## src/design/sdeds_pkg.sv

```systemverilog
package sdeds_pkg;

  // command codes on the input channel
  localparam logic CMD_RX   = 1'b0;
  localparam logic CMD_TICK = 1'b1;

  // kind codes on the result channel
  localparam logic KIND_TX   = 1'b0;
  localparam logic KIND_SCAN = 1'b1;

  localparam logic [7:0] CR_BYTE    = 8'h0D;
  localparam logic [7:0] LF_BYTE    = 8'h0A;
  localparam logic [7:0] ASCII_ZERO = 8'h30;
  localparam logic [7:0] ASCII_NINE = 8'h39;
  localparam logic [7:0] SEG_BLANK  = 8'hFF;

  typedef struct packed {
    logic       kind;
    logic [7:0] tx_byte;
    logic [3:0] digit_select;
    logic [7:0] segments;
    logic       two_results;
  } result_t;

  // active-low seven segment code, dot off
  function automatic logic [7:0] seg_code(input logic [3:0] digit);
    logic [7:0] code;
    case (digit)
      4'd0:    code = 8'hC0;
      4'd1:    code = 8'hF9;
      4'd2:    code = 8'hA4;
      4'd3:    code = 8'hB0;
      4'd4:    code = 8'h99;
      4'd5:    code = 8'h92;
      4'd6:    code = 8'h82;
      4'd7:    code = 8'hD8;
      4'd8:    code = 8'h80;
      4'd9:    code = 8'h90;
      default: code = SEG_BLANK;
    endcase
    return code;
  endfunction

endpackage

```

## src/design/serial_digit_entry_display_scanner.sv

```systemverilog
// serial digit entry and four-digit display scanner. each item is either a
// received byte (command 0) or a scan tick (command 1). bytes are echoed;
// ascii digits fill an entry buffer of DIGIT_COUNT places, and a carriage
// return copies the entry right-justified onto the display, clears it and
// adds a newline after the echo. a tick steps the scan position and gives
// the one-hot digit select with its active-low segment code. an item is
// registered in the input register on entry and its result is then loaded
// into the output register; one item is taken per cycle while the result
// channel does not stall, except that a carriage return holds the output
// register for its echo and then its newline before the next result loads.
module serial_digit_entry_display_scanner #(
  parameter int DIGIT_COUNT = 4
) (
  input  logic       clk,
  input  logic       rst,
  // input channel
  input  logic       cmd_valid,
  output logic       cmd_stall,
  input  logic       command,
  input  logic [7:0] rx_byte,
  // result channel
  output logic       res_valid,
  input  logic       res_stall,
  output logic       kind,
  output logic [7:0] tx_byte,
  output logic [3:0] digit_select,
  output logic [7:0] segments,
  output logic       last
);

  // input register
  logic               in_full;
  logic               in_cmd;
  logic [7:0]         in_byte;
  logic               step;
  logic               can_load;
  sdeds_pkg::result_t res;

  // item moves on once the output register can take its result
  assign step      = in_full && can_load;
  assign cmd_stall = in_full && !can_load;

  always_ff @(posedge clk) begin
    if (rst) begin
      in_full <= 1'b0;
    end else if (!cmd_stall) begin
      in_full <= cmd_valid;
    end
  end

  always_ff @(posedge clk) begin
    if (cmd_valid && !cmd_stall) begin
      in_cmd  <= command;
      in_byte <= rx_byte;
    end
  end

  // entry buffer, shown digits, scan position and result decode
  sdeds_core #(
    .DIGIT_COUNT(DIGIT_COUNT)
  ) u_core (
    .clk  (clk),
    .rst  (rst),
    .step (step),
    .cmd  (in_cmd),
    .rx   (in_byte),
    .res  (res)
  );

  // output register, plays the newline after a carriage return echo
  sdeds_out u_out (
    .clk          (clk),
    .rst          (rst),
    .load         (step),
    .res          (res),
    .res_stall    (res_stall),
    .can_load     (can_load),
    .res_valid    (res_valid),
    .kind         (kind),
    .tx_byte      (tx_byte),
    .digit_select (digit_select),
    .segments     (segments),
    .last         (last)
  );

endmodule

```

## src/design/sdeds_core.sv

```systemverilog
module sdeds_core #(
  parameter int DIGIT_COUNT = 4
) (
  input  logic                clk,
  input  logic                rst,
  input  logic                step,
  input  logic                cmd,
  input  logic [7:0]          rx,
  output sdeds_pkg::result_t  res
);

  localparam int CW = $clog2(DIGIT_COUNT + 1);
  localparam int PW = (DIGIT_COUNT > 1) ? $clog2(DIGIT_COUNT) : 1;

  logic [3:0]    entry_digits [DIGIT_COUNT];
  logic [3:0]    shown_digits [DIGIT_COUNT];
  logic [3:0]    latched      [DIGIT_COUNT];
  logic [CW-1:0] entry_count;
  logic [PW-1:0] scan_position;
  logic [PW-1:0] scan_position_next;
  logic [3:0]    sel;
  logic          is_cr;
  logic          is_digit;
  logic          room;

  assign is_cr    = (cmd == sdeds_pkg::CMD_RX) && (rx == sdeds_pkg::CR_BYTE);
  assign room     = entry_count < CW'(DIGIT_COUNT);
  always_comb begin
    is_digit = (cmd == sdeds_pkg::CMD_RX) &&
               (rx inside {[sdeds_pkg::ASCII_ZERO:sdeds_pkg::ASCII_NINE]});
  end

  assign scan_position_next = (scan_position == PW'(DIGIT_COUNT - 1)) ? '0
                            : scan_position + PW'(1);

  // right-justified copy of the entry, newest digit at position 0
  for (genvar i = 0; i < DIGIT_COUNT; i++) begin : g_latch
    logic [CW-1:0] src;
    assign src        = entry_count - CW'(i) - CW'(1);
    assign latched[i] = (CW'(i) < entry_count) ? entry_digits[src[PW-1:0]] : 4'd0;
  end

  // only the first four positions have a select line
  for (genvar k = 0; k < 4; k++) begin : g_sel
    assign sel[k] = (k < DIGIT_COUNT) ? (scan_position_next == PW'(k)) : 1'b0;
  end

  always_comb begin
    res = '0;
    if (cmd == sdeds_pkg::CMD_TICK) begin
      res.kind         = sdeds_pkg::KIND_SCAN;
      res.digit_select = sel;
      res.segments     = sdeds_pkg::seg_code(shown_digits[scan_position_next]);
    end else begin
      res.kind        = sdeds_pkg::KIND_TX;
      res.tx_byte     = rx;
      res.two_results = is_cr;
    end
  end

  always_ff @(posedge clk) begin
    if (step && is_digit && room) begin
      entry_digits[entry_count[PW-1:0]] <= rx[3:0];
    end
  end

  always_ff @(posedge clk) begin
    if (rst) begin
      entry_count   <= '0;
      scan_position <= '0;
      for (int i = 0; i < DIGIT_COUNT; i++) shown_digits[i] <= 4'd0;
    end else if (step) begin
      if (cmd == sdeds_pkg::CMD_TICK) begin
        scan_position <= scan_position_next;
      end else if (is_cr) begin
        entry_count <= '0;
        for (int i = 0; i < DIGIT_COUNT; i++) shown_digits[i] <= latched[i];
      end else if (is_digit && room) begin
        entry_count <= entry_count + CW'(1);
      end
    end
  end

endmodule

```

## src/design/sdeds_out.sv

```systemverilog
module sdeds_out (
  input  logic               clk,
  input  logic               rst,
  input  logic               load,
  input  sdeds_pkg::result_t res,
  input  logic               res_stall,
  output logic               can_load,
  output logic               res_valid,
  output logic               kind,
  output logic [7:0]         tx_byte,
  output logic [3:0]         digit_select,
  output logic [7:0]         segments,
  output logic               last
);

  logic pending_lf;

  assign can_load = !res_valid || (!res_stall && !pending_lf);

  always_ff @(posedge clk) begin
    if (rst) begin
      res_valid  <= 1'b0;
      pending_lf <= 1'b0;
    end else if (load) begin
      res_valid  <= 1'b1;
      pending_lf <= res.two_results;
    end else if (res_valid && !res_stall) begin
      if (pending_lf) begin
        pending_lf <= 1'b0;
      end else begin
        res_valid <= 1'b0;
      end
    end
  end

  always_ff @(posedge clk) begin
    if (load) begin
      kind         <= res.kind;
      tx_byte      <= res.tx_byte;
      digit_select <= res.digit_select;
      segments     <= res.segments;
      last         <= !res.two_results;
    end else if (res_valid && !res_stall && pending_lf) begin
      tx_byte <= sdeds_pkg::LF_BYTE;
      last    <= 1'b1;
    end
  end

endmodule

```

## config.mk

```make
export PLATFORM = sky130hd
export DESIGN_NAME = serial_digit_entry_display_scanner
export DESIGN_NICKNAME = d
export VERILOG_FILES = /design/src/design/sdeds_pkg.sv /design/src/design/serial_digit_entry_display_scanner.sv /design/src/design/sdeds_core.sv /design/src/design/sdeds_out.sv
export SDC_FILE = /design/constraint.sdc
export NUM_CORES = 1
export LEC_CHECK = 0
export BUFFER_PORTS_ARGS = -buffer_cell sky130_fd_sc_hd__buf_2
export CAP_MARGIN = 40
export CORE_MARGIN = 4
export CORE_UTILIZATION = 51
export DETAILED_ROUTE_END_ITERATION = 12
export PLACE_DENSITY_LB_ADDON = 0.12
export SYNTH_ARGS = -nofsm -noshare
export SYNTH_HDL_FRONTEND = slang
export SYNTH_SLANG_ARGS = --single-unit
```

## constraint.sdc

```tcl
create_clock -name clk -period 3.9 [get_ports clk]
set_clock_uncertainty 0.15 [all_clocks]
set_input_delay 0.39 -clock clk [delete_from_list [all_inputs] [get_ports clk]]
set_output_delay 0.39 -clock clk [all_outputs]
set_load 0.03 [all_outputs]
```

# Yosys cells after proc, flatten, opt, wreduce, memory -nomap -nowiden
# Memory sizes are Yosys's and may differ from the RTL's. A register that Yosys moved wholly into a read port is not among the register bits.
# Cells that the tools add are included.
word_totals:
  regBits: 39
  latchBits: 0
  ram_bits: 32
  romBits: 112
  input_bits: 13
  output_inout_bits: 24
  word_cells: 100
  memories: 3
mem_list:
  columns: ["name", "depth", "width", "rd", "rd_ports_with_merged_regs", "wr", "line", "text"]
  rows:
  - ["(name not given)", 16, 7, 1, 1, 0, "sdeds_pkg.sv:28", "case (digit)"]
  - ["u_core.entry_digits", 4, 4, 4, 0, 1, "sdeds_core.sv:15", "logic [3:0] entry_digits [DIGIT_COUNT];"]
  - ["u_core.shown_digits", 4, 4, 1, 0, 4, "sdeds_core.sv:16", "logic [3:0] shown_digits [DIGIT_COUNT];"]
op_classes:
  add_sub_neg: 8
  mul: 0
  div_mod_pow: 0
  order_cmp: 7
  eq_ne: 6
  shifts: 0
  n_mux: 32
  bitwise: 5
  reduce_logical: 27
op_table:
  columns: ["op", "n"]
  rows:
  - ["4-bit 2-to-1 mux", 8]
  - ["8-bit 2-to-1 mux", 3]
  - ["1-bit 2-to-1 mux", 18]
  - ["1-bit logical AND", 12]
  - ["8-bit by 4-bit == test with 1-bit output, second input constant", 1]
  - ["8-bit by 6-bit greater-or-equal comparator with 1-bit output, second input constant", 1]
  - ["8-bit by 6-bit less-or-equal comparator with 1-bit output, second input constant", 1]
  - ["2-bit by 1-bit subtractor with 2-bit output, second input constant", 4]
  - ["1-bit zero test", 7]
  - ["2-bit == test, second input constant", 3]
  - ["1-bit by 3-bit less-than comparator with 1-bit output, first input constant", 2]
  - ["2-bit by 3-bit less-than comparator with 1-bit output, first input constant", 2]
  - ["3-bit 2-to-1 mux", 2]
  - ["2-bit nonzero test", 3]
  - ["1-bit OR", 4]
  - ["2-bit AND reduction", 2]
  - ["2-bit subtractor, second input constant", 2]
  - ["3-bit by 1-bit adder with 3-bit output, second input constant", 1]
  - ["3-bit less-than comparator, second input constant", 1]
  - ["3-bit AND reduction", 1]
  - ["2-bit by 1-bit adder with 2-bit output, second input constant", 1]
  - ["2-bit by 1-bit == test with 1-bit output, second input constant", 1]
  - ["2-bit zero test", 1]
  - ["2-bit 2-to-1 mux", 1]
  - ["3 further kinds", 3]

# Logic depth before layout (Yosys ltp)
# Gate-level depths: netlist of run 1.
logic_depth:
  word_depth: 8
  ltp_mapped: 8
  mapped_depth_nobuf: 8

# By module
# Synthesis of run 1 repeated with hierarchy kept, for this count alone.
hier_totals:
  cells_unflattened: 234
  area_unflattened_um2: 3532.1
modules_own_cells:
  columns: ["mod", "n_inst", "cells_each", "area_each_um2", "seq_area_each_um2"]
  rows:
  - ["sdeds_core", 1, 179, 2398.6, 1061.0]
  - ["sdeds_out", 1, 41, 807.0, 700.7]
  - ["serial_digit_entry_display_scanner", 1, 14, 326.6, 290.3]

# Worst setup path after synthesis of run 1
# No wires, ideal clock.
synth_timing:
  kind: "flip-flop to flip-flop"
  start: "reg u_core.entry_count[0]"
  end: "mem u_core.shown_digits[2][0], data pin"
  setup_ns: 0.255
  arrival_time_ns: 2.275
  t_required_ns: 3.495
  path_slack_ns: 1.220
  path_stages_with_launch: 7
  n_path_buf: 2
  synth_period_minus_slack_ns: 2.680
  cell_sequence: "dfxtp_1 > clkbuf_1 > inv_1 > ha_1 > clkbuf_1 > mux4_2 > nor2b_1"
synth_rtl:
  columns: ["item", "line", "text"]
  rows:
  - ["start, declared", "sdeds_core.sv:18", "logic [CW-1:0] entry_count;"]
  - ["start signal, assigned", "sdeds_core.sv:79", "entry_count <= entry_count + CW'(1);"]
  - ["end, declared", "sdeds_core.sv:16", null]

==> metrics, run 1 <==
status=completed; Critical Path RT=3720 ps; fin util=0.598; RSZ-0062 raised after global routing=no; share of layout cells above drive strength 1=0.267; clock root buffer=clkbuf_8; DP Cell Count=331; row count=29; nets=291; crit path to=u_core.shown_digits[0][2]; vias in the first global route=1974; P_leak=1.44 nW; via count=1963; reg2reg start=u_out.pending_lf; fmax=389 MHz; port buffer count=36; Top Family by Delay on Critical Path=simple AND/OR/NAND/NOR gates; Primary FF master, synth=edfxtp_1; number of routed nets with antenna violations=0; Setup TNS=0 ps; cells on worst reg2reg path=3; sw power=0.370 mW; Tmin final=2570 ps; Async SR Flop Fraction=0; IR drop worst, VDD=0.297 mV; Setup Viol. Count Final=0; DR WL/cell=16.9 um; final-report max-slew violation count=0; die area=8140 um^2; Yosys reg bits=71; n_diodes=0; Ports=37; first-pass GRT wire length=9.89 mm; Syn Inst Count=226; CTS Sinks=71; Syn Area/Cell=15.2 um^2; Vias/cell=5.66; r2r setup slk=1330 ps; CP startpoint kind=flop; Clock Tree Buf Depth=2; cts bufs inserted=9; Synth cell types=38; Finished Layout Cells=347; Crit path arrival time=2400 ps; reg-to-reg endpoint=u_core.shown_digits[0][2]; clock slew at reported path FFs=80 ps; global route overflow=0; TritonCTS clock tree=yes; Hold Fails Final Rpt=0; worst setup path start=u_out.pending_lf; Area growth syn-to-layout=12.1%; worst-margin pin slew=902 ps; Post-Syn Nets=252; Comb pwr share=0.069; PostCTS Resize Cnt=0; WP buf/inv=0; RePlAce Congestion=0.867; cells along the critical path=o21ai_0 > nand4_2 > nand2_1; Filler cells=501; pwr/cell area=409 nW/um^2; Clock power frac=0.380; initial DRC count=188; Max Cap Viol=0; largest cells by area after synthesis=edfxtp_1 (55%), mux4_2 (11%), ha_1 (4.7%); core region area=6460 um^2; Setup CP Type=reg2reg; CP max FO=16; slew margin rel.=0.392; All-Layer GR Usage=0.154; sequential-to-total area share from yosys stat=0.595; Pint=1.21 mW; Post-synth EDFFs=63; CP max stage cell=o21ai_0; Sw Share=0.234; Post-CTS Setup Inserts=0; cell taking the most area after synthesis=edfxtp_1; Synth top area share=0.549; Detailed Route WL=5.86 mm; Synth Cell Area=3450 um^2; sequential group share of total power=0.551; drt first pass iters=4; initial antenna violation count=0; H-Tree Depth=3; chip height=90.2 um; Worst Setup End Kind=flop; largest net degree at the start of global routing=23; DRC viols=0; DP Wirelength=4.28 mm; Tcrit/Tclk final=0.660; clk_lat worst skew=340 ps; number of hold buffers added after CTS=0; HP Class=in2reg; WP depth=3; Starting Density=0.534; critical path's largest stage delay=730 ps; Die Wd=90.2 um; count of warnings emitted by yosys=0
-- worst reg2reg max path, cell delays in order, from the launching register on --
cell and delay (ps):
dfxtp_1 340, o21ai_0 730, nand4_2 390, nand2_1 610
-- sequential cells by signal (all words and copies together), names as in the netlist --
name / count
in_byte: 8
in_cmd: 1
in_full: 1
u_core.entry_count: 3
u_core.entry_digits: 16
u_core.scan_position: 2
u_core.shown_digits: 16
u_out.digit_select: 4
u_out.kind: 1
u_out.last: 1
u_out.pending_lf: 1
u_out.res_valid: 1
u_out.segments: 8
u_out.tx_byte: 8
-- metal layers --
metal	vias to the layer above	wire length, um	track usage
met3	6	318	0.0334
met5	-	0	0
met2	56	2870	0.236
met1	951	2610	0.211
met4	0	63	0.0702
li1	950	-	-
-- worst min-delay path by stage --
stage	startpoint	end	slack [ps]	cells after the start
2_1_floorplan	u_out.pending_lf	u_out.pending_lf	310	2
3_3_place_gp	u_out.pending_lf	u_out.pending_lf	330	2
3_5_place_dp	u_out.pending_lf	u_out.pending_lf	340	2
6_report	rx_byte[6]	in_byte[6]	70	1
5_1_grt	rx_byte[3]	in_byte[3]	50	1
4_1_cts	rx_byte[6]	in_byte[6]	60	1
-- stage by stage --
step	area, um^2	power (mW)	setup WS, ps	hold slack (ps)
after floorplan	3450	0.968	1220	309
after global placement	3660	0.994	1260	332
after detailed placement	3660	0.996	1180	342
after CTS	3860	1.59	1300	56.3
after global routing	3860	1.64	1080	51.9
final	3860	1.58	1330	68.5
-- final cells by class --
cell class | count | area [um^2] | share of cell area
Clock inverter | 6 | 68.8 | 0.0178
Tap cell | 77 | 96.3 | 0.0249
Sequential cell | 71 | 2050 | 0.531
Clock buffer | 10 | 138 | 0.0356
Inverter | 16 | 60.1 | 0.0155
Timing Repair Buffer | 37 | 188 | 0.0486
Multi-Input combinational cell | 130 | 1260 | 0.326
-- cells in the mapped netlist (all sizes together) (2+ instances only) --
cell type   n
edfxtp     63
mux4       21
nor2b      18
inv        16
ha         13
and3       11
dfxtp       8
nor2        8
a21oi       7
and2        7
nand2       6
o21ai       6
o21a        5
buf         4
clkbuf      4
mux2i       4
nand3       3
nor3        3
a221oi      2
nor4        2
-- cell usage in the layout, fill, tap and decap left out, types with 2 or more instances in the layout --
| master | count |
|---|---|
| a21oi_1 | 7 |
| o21ai_0 | 6 |
| nor4_1 | 2 |
| and2_1 | 7 |
| nor2_1 | 7 |
| nand3_1 | 3 |
| clkbuf_8 | 10 |
| buf_2 | 36 |
| a221oi_1 | 2 |
| ha_1 | 13 |
| inv_1 | 16 |
| nand2_1 | 6 |
| mux2i_1 | 4 |
| edfxtp_1 | 63 |
| clkinv_4 | 2 |
| and3_1 | 11 |
| mux4_1 | 4 |
| mux4_2 | 17 |
| dfxtp_1 | 8 |
| nor2b_1 | 18 |
| nor3_1 | 3 |
| o21a_1 | 5 |
-- cells by family after synthesis --
family | Yosys count | share of synthesized area
adder cells (fa/ha/maj) | 13 | 0.0472
AO/OA/AOI/OAI | 27 | 0.0527
flip-flops | 71 | 0.595
AND/OR/NAND/NOR | 65 | 0.113
multiplexers | 25 | 0.153
buffers and inverters | 25 | 0.0389
-- power groups by stage --
stage	Clock (mW)	Sequential (mW)	Combinational, mW
2_1_floorplan	0	0.901	0.0670
3_3_place_gp	0	0.886	0.109
3_5_place_dp	0	0.886	0.110
4_1_cts	0.611	0.869	0.110
5_1_grt	0.648	0.872	0.121
6_report	0.600	0.869	0.109
Power figures use the tool's default switching activity.
==> run 2, diff against run 1 <==
==> constraint.sdc (replaced) <==
create_clock -name clk -period 2.7 [get_ports clk]
set_clock_uncertainty 0.15 [all_clocks]
set_input_delay 0.27 -clock clk [delete_from_list [all_inputs] [get_ports clk]]
set_output_delay 0.27 -clock clk [all_outputs]
set_load 0.03 [all_outputs]
==> run 2 against run 1 <==
Against the previous run:
- clock power is 59% higher
- largest power group unchanged
- sequential cell count stayed put
- non-clock buffer count is 15 higher
- count of clock-buffer cells in the layout stayed put
- combinational power is 61% higher
- via count is 5.1% higher
- wire length is 2.3% higher
==> metrics, run 2 (synthesized netlist as in run 1, its figures left out) <==
CP max stage cell=mux4_2 (was o21ai_0); r2r setup slk=180 ps (was 1330 ps); Design Area, Final=4020 um^2 (was 3860 um^2); port buffer count=36 (unchanged); Area growth syn-to-layout=16.7% (was 12.1%); global route overflow=0 (unchanged); Vias/cell=5.70 (was 5.66); worst-margin pin slew=829 ps (was 902 ps); CP startpoint kind=flop (unchanged); slew margin rel.=0.447 (was 0.392); most common cell after layout, fill and taps aside=edfxtp_1 (unchanged); Max Cap Viol=0 (unchanged); final-report max-slew violation count=0 (unchanged); WHS Path Cells=2 (was 1); DR WL/cell=16.5 um (was 16.9 um); Die Wd=90.2 um (unchanged); vias in the first global route=2063 (was 1974); RSZ-0062 raised after global routing=no (unchanged); H-Tree Depth=3 (unchanged); Tmin final=2520 ps (was 2570 ps); TritonCTS clock tree=yes (unchanged); core region area=6460 um^2 (unchanged); n_diodes=0 (unchanged); die area=8140 um^2 (unchanged); Filler cells=480 (was 501); chip height=90.2 um (unchanged); routed wl met2=2.97 mm (was 2.87 mm); CP max FO=7 (was 16); clock root buffer=clkbuf_8 (unchanged); critical path's largest stage delay=610 ps (was 730 ps); DRC viols=0 (unchanged); IR drop worst, VDD=0.416 mV (was 0.297 mV); Finished Layout Cells=362 (was 347); clock slew at reported path FFs=80 ps (about the same); RePlAce Congestion=0.909 (was 0.867); Top Metal Used=met4 (unchanged); pwr/cell area=592 nW/um^2 (was 409 nW/um^2); Tcrit/Tclk final=0.935 (was 0.660); HP Class=in2reg (unchanged); row count=29 (unchanged); Crit path arrival time=2470 ps (was 2400 ps); cells on worst reg2reg path=7 (was 3); Post-DP Area=3690 um^2 (was 3660 um^2); fin util=0.622 (was 0.598); Hold Startpoint=rst (was rx_byte[6]); nets=306 (was 291); dpl ws=133 ps (was 1180 ps); number of routed nets with antenna violations=0 (unchanged); Tot Pwr=2.38 mW (was 1.58 mW); WP buf/inv=1 (was 0); Top Family by Delay on Critical Path=multiplexers (was simple AND/OR/NAND/NOR gates); metal1 wirelength=2.63 mm (was 2.61 mm); Setup TNS=0 ps (unchanged); first-pass GRT wire length=10.2 mm (was 9.89 mm); DP Wirelength=4.39 mm (was 4.28 mm); hold endpoint=u_out.res_valid (was in_byte[6]); reg-to-reg endpoint=u_out.segments[1] (was u_core.shown_digits[0][2]); DP Cell Count=336 (was 331); cells along the critical path=ha_1 > nor2_4 > mux4_2 > inv_1 > ha_1 > o21ai_0 > a21oi_1 (was o21ai_0 > nand4_2 > nand2_1); clk_lat worst skew=340 ps (about the same); Crit path top cell by count=ha_1; Hold Fails Final Rpt=0 (unchanged); All-Layer GR Usage=0.157 (was 0.154); Ports=37 (unchanged); Worst Setup Slack, final=176 ps (was 1330 ps); cts bufs inserted=9 (unchanged); P_leak=1.51 nW (was 1.44 nW); via count=2063 (was 1963); CTS Sinks=71 (unchanged); Worst Hold Margin=104 ps (was 68.5 ps); commonest cells after routing, fill and taps aside=edfxtp_1 (63), buf_2 (36), mux4_2 (18), nor2b_1 (18), inv_1 (16) (was edfxtp_1 (63), buf_2 (36), nor2b_1 (18)); initial DRC count=96 (was 188); status=completed (unchanged); Clock Tree Buf Depth=2 (unchanged); fmax=396 MHz (was 389 MHz); Setup CP Type=reg2reg (unchanged); reg2reg start=u_core.scan_position[0] (was u_out.pending_lf); Worst Setup End Kind=flop (unchanged); Starting Density=0.534 (unchanged); Setup Viol. Count Final=0 (unchanged); metal3 WL=235 um (was 318 um); largest net degree at the start of global routing=22 (was 23); Critical Path RT=2650 ps (was 3720 ps); Post-CTS Setup Inserts=0 (unchanged); Detailed Route WL=5.99 mm (was 5.86 mm); share of layout cells above drive strength 1=0.274 (was 0.267); initial antenna violation count=0 (unchanged); drt first pass iters=4 (unchanged)
## run 2: changes by cell type in the layout (fill, tap and decap cells not counted), sizes merged
cell,before,now
clkinvlp,1,2
bufinv,1,2
clkinv,3,1
buf,37,42
dlygate4sd3,0,10
## run 2: what timing repair did
| action | CTS | global route |
|---|---|---|
| endpoints found under the hold margin | 10 | 0 |
| hold buffers | 10 | 0 |
| resized for setup | 0 | 1 |
| endpoints found under the setup margin | 0 | 1 |
## run 2: how the worst max path moves through the flow
stage                       startpoint                        end  slack [ps]  cells after the start
6_report       u_core.scan_position[0]          u_out.segments[1]         180                      7
5_1_grt        u_core.scan_position[0]          u_out.segments[1]          20                      7
4_1_cts        u_core.scan_position[0]          u_out.segments[1]         120                      7
3_5_place_dp   u_core.scan_position[0]          u_out.segments[1]         130                      7
3_3_place_gp   u_core.scan_position[0]          u_out.segments[1]         240                      7
2_1_floorplan    u_core.entry_count[0]  u_core.shown_digits[2][0]          20                      6
## run 2: layout make-up
class | count | area, um^2 | area share
clock buffer | 10 | 138 | 0.0342
clock inverter | 6 | 92.6 | 0.0230
inverter | 16 | 60.1 | 0.0149
multi-input combinational | 130 | 1260 | 0.312
sequential | 71 | 2050 | 0.510
tap | 77 | 96.3 | 0.0240
timing repair buffer | 52 | 325 | 0.0809
## run 2: layer usage
layer  global-route usage  up-vias
met5                    0        -
met4               0.0599        0
met3               0.0451       16
met2                0.251       62
met1                0.205     1006
li1                     -      979
## run 2: report_power, final
| part | internal [mW] | total [mW] | switching [mW] | leakage, nW |
|---|---|---|---|---|
| combinational | 0.0689 | 0.176 | 0.107 | 0.733 |
| sequential | 1.23 | 1.25 | 0.0216 | 0.671 |
| clock | 0.550 | 0.952 | 0.402 | 0.109 |
| total | 1.85 | 2.38 | 0.531 | 1.51 |
## run 2: worst reg2reg max path, stage by stage (launching register included)
cell and delay (ps):
dfxtp_1 380, ha_1 270, nor2_4 200, mux4_2 610, inv_1 140, ha_1 250
o21ai_0 190, a21oi_1 90
==> run 3, diff against run 2 <==
--- a/config.mk
+++ b/config.mk
@@ -8,9 +8,11 @@
 export BUFFER_PORTS_ARGS = -buffer_cell sky130_fd_sc_hd__buf_2
 export CAP_MARGIN = 40
 export CORE_MARGIN = 4
-export CORE_UTILIZATION = 51
+export CORE_UTILIZATION = 55
 export DETAILED_ROUTE_END_ITERATION = 12
 export PLACE_DENSITY_LB_ADDON = 0.12
+export RECOVER_POWER = 50
+export SETUP_SLACK_MARGIN = 0.1
 export SYNTH_ARGS = -nofsm -noshare
 export SYNTH_HDL_FRONTEND = slang
 export SYNTH_SLANG_ARGS = --single-unit
==> run 3 against run 2 <==
Against the previous run:
- register-to-register slack better by 70 ps
- cell count up 1.1%
- clock power fell by 24%
- sequential power hardly changed
==> metrics, run 3 (synthesized netlist as in run 1, its figures left out) <==
All-Layer GR Usage=0.173 (was 0.157); n_diodes=0 (unchanged); Setup CP Type=reg2reg (unchanged); drt first pass iters=4 (unchanged); chip height=87.2 um (was 90.2 um); Max Cap Viol=0 (unchanged); IR drop worst, VDD=0.389 mV (was 0.416 mV); Detailed Route WL=6.13 mm (was 5.99 mm); pwr/cell area=546 nW/um^2 (was 592 nW/um^2); RSZ-0062 raised after global routing=no (unchanged); Filler cells=454 (was 480); nets=312 (was 306); P_leak=1.43 nW (was 1.51 nW); number of routed nets with antenna violations=0 (unchanged); CP max FO=5 (was 7); Setup TNS=0 ps (unchanged); Finished Layout Cells=366 (was 362); DR WL/cell=16.7 um (was 16.5 um); Worst Setup End Kind=flop (unchanged); initial DRC count=194 (was 96); vias in the first global route=2035 (was 2063); clk_lat worst skew=330 ps (was 340 ps); global route overflow=0 (unchanged); DRC viols=0 (unchanged); commonest cells after routing, fill and taps aside=edfxtp_1 (63), clkbuf_1 (29), mux4_2 (19) (was edfxtp_1 (63), buf_2 (36), mux4_2 (18), nor2b_1 (18), inv_1 (16)); H-Tree Depth=3 (unchanged); via count=2012 (was 2063); Clock Tree Buf Depth=2 (unchanged); Tot Pwr=2.16 mW (was 2.38 mW); Crit path arrival time=2390 ps (was 2470 ps); status=completed (unchanged); die area=7600 um^2 (was 8140 um^2); Die Wd=87.2 um (was 90.2 um); Starting Density=0.575 (was 0.534); Vias/cell=5.50 (was 5.70); Area growth syn-to-layout=14.8% (was 16.7%); clock slew at reported path FFs=70 ps (was 80 ps); port buffer count=36 (unchanged); worst-margin pin slew=788 ps (was 829 ps); Worst Hold Margin=105 ps (was 104 ps); largest net degree at the start of global routing=22 (unchanged); Setup Viol. Count Final=0 (unchanged); share of layout cells above drive strength 1=0.192 (was 0.274); core region area=5990 um^2 (was 6460 um^2); clock root buffer=clkbuf_8 (unchanged); row count=28 (was 29); slew margin rel.=0.473 (was 0.447); final-report max-slew violation count=0 (unchanged); HP Class=in2reg (unchanged); RePlAce Congestion=0.774 (was 0.909); initial antenna violation count=0 (unchanged); Hold Fails Final Rpt=0 (unchanged); Tmin final=2450 ps (was 2520 ps); DP Cell Count=336 (unchanged); Critical Path RT=2640 ps (was 2650 ps); TritonCTS clock tree=yes (unchanged); most common cell after layout, fill and taps aside=edfxtp_1 (unchanged); CTS Sinks=71 (unchanged); DP Wirelength=4.31 mm (was 4.39 mm); Tcrit/Tclk final=0.908 (was 0.935); CP startpoint kind=flop (unchanged); cts bufs inserted=9 (unchanged); Ports=37 (unchanged); fmax=408 MHz (was 396 MHz); first-pass GRT wire length=9.94 mm (was 10.2 mm)
==> run 3: what timing repair did <==
action | in CTS | in global routing
setup buffers | 0 | 3
hold buffers | 10 | 0
resized for setup | 0 | 3
endpoints found under the setup margin | 0 | 3
endpoints found under the hold margin | 10 | 0
==> run 3: final cells by class <==
cell class                      count  area [um^2]  area share
Inverter                           16         60.1      0.0152
Timing Repair Buffer               58          329      0.0832
Sequential cell                    71         2050       0.519
Clock buffer                       12          145      0.0367
Clock inverter                      4         21.3     0.00538
Multi-Input combinational cell    130         1250       0.317
Tap cell                           75         93.8      0.0237
==> run 3: worst max-delay path, cell delays in order, from the launching register on <==
cell,delay (ps)
dfxtp_1,370
ha_1,270
nor2_4,210
mux4_2,580
inv_1,140
ha_1,250
o21ai_0,170
a21oi_1,80
==> run 3: report_power, final <==
| part | internal (mW) | switching [mW] | total, mW | leakage, nW |
|---|---|---|---|---|
| Clock | 0.353 | 0.374 | 0.727 | 0.0838 |
| Combinational | 0.0700 | 0.110 | 0.180 | 0.672 |
| Sequential | 1.23 | 0.0219 | 1.25 | 0.671 |
==> run 3: final timing paths <==
kind                            cells past startpoint  slack (ps)                     from           endpoint
worst max register to register                      7         250  u_core.scan_position[0]  u_out.segments[1]
worst min register to register                      2         350         u_out.pending_lf   u_out.pending_lf
worst max-delay path                                7         250  u_core.scan_position[0]  u_out.segments[1]
worst min-delay path                                2         110                      rst    u_out.res_valid
==> run 3: routing by layer <==
metal / GRT usage / vias up / share of wire
li1: - / 997 / -
met1: 0.221 / 964 / 0.43
met2: 0.289 / 47 / 0.52
met3: 0.0388 / 4 / 0.052
met4: 0.0697 / 0 / 0.0055
met5: 0 / - / 0
==> run 3: stage by stage <==
| stage | worst slack [ps] | area (um^2) | util |
|---|---|---|---|
| final | 247 | 3960 | 0.660 |
| after global routing | 91.5 | 3960 | 0.660 |
| after CTS | 166 | 3970 | 0.663 |
| after detailed placement | 174 | 3710 | 0.619 |
| after global placement | 239 | 3710 | 0.619 |
| after floorplan | 204 | 3450 | - |
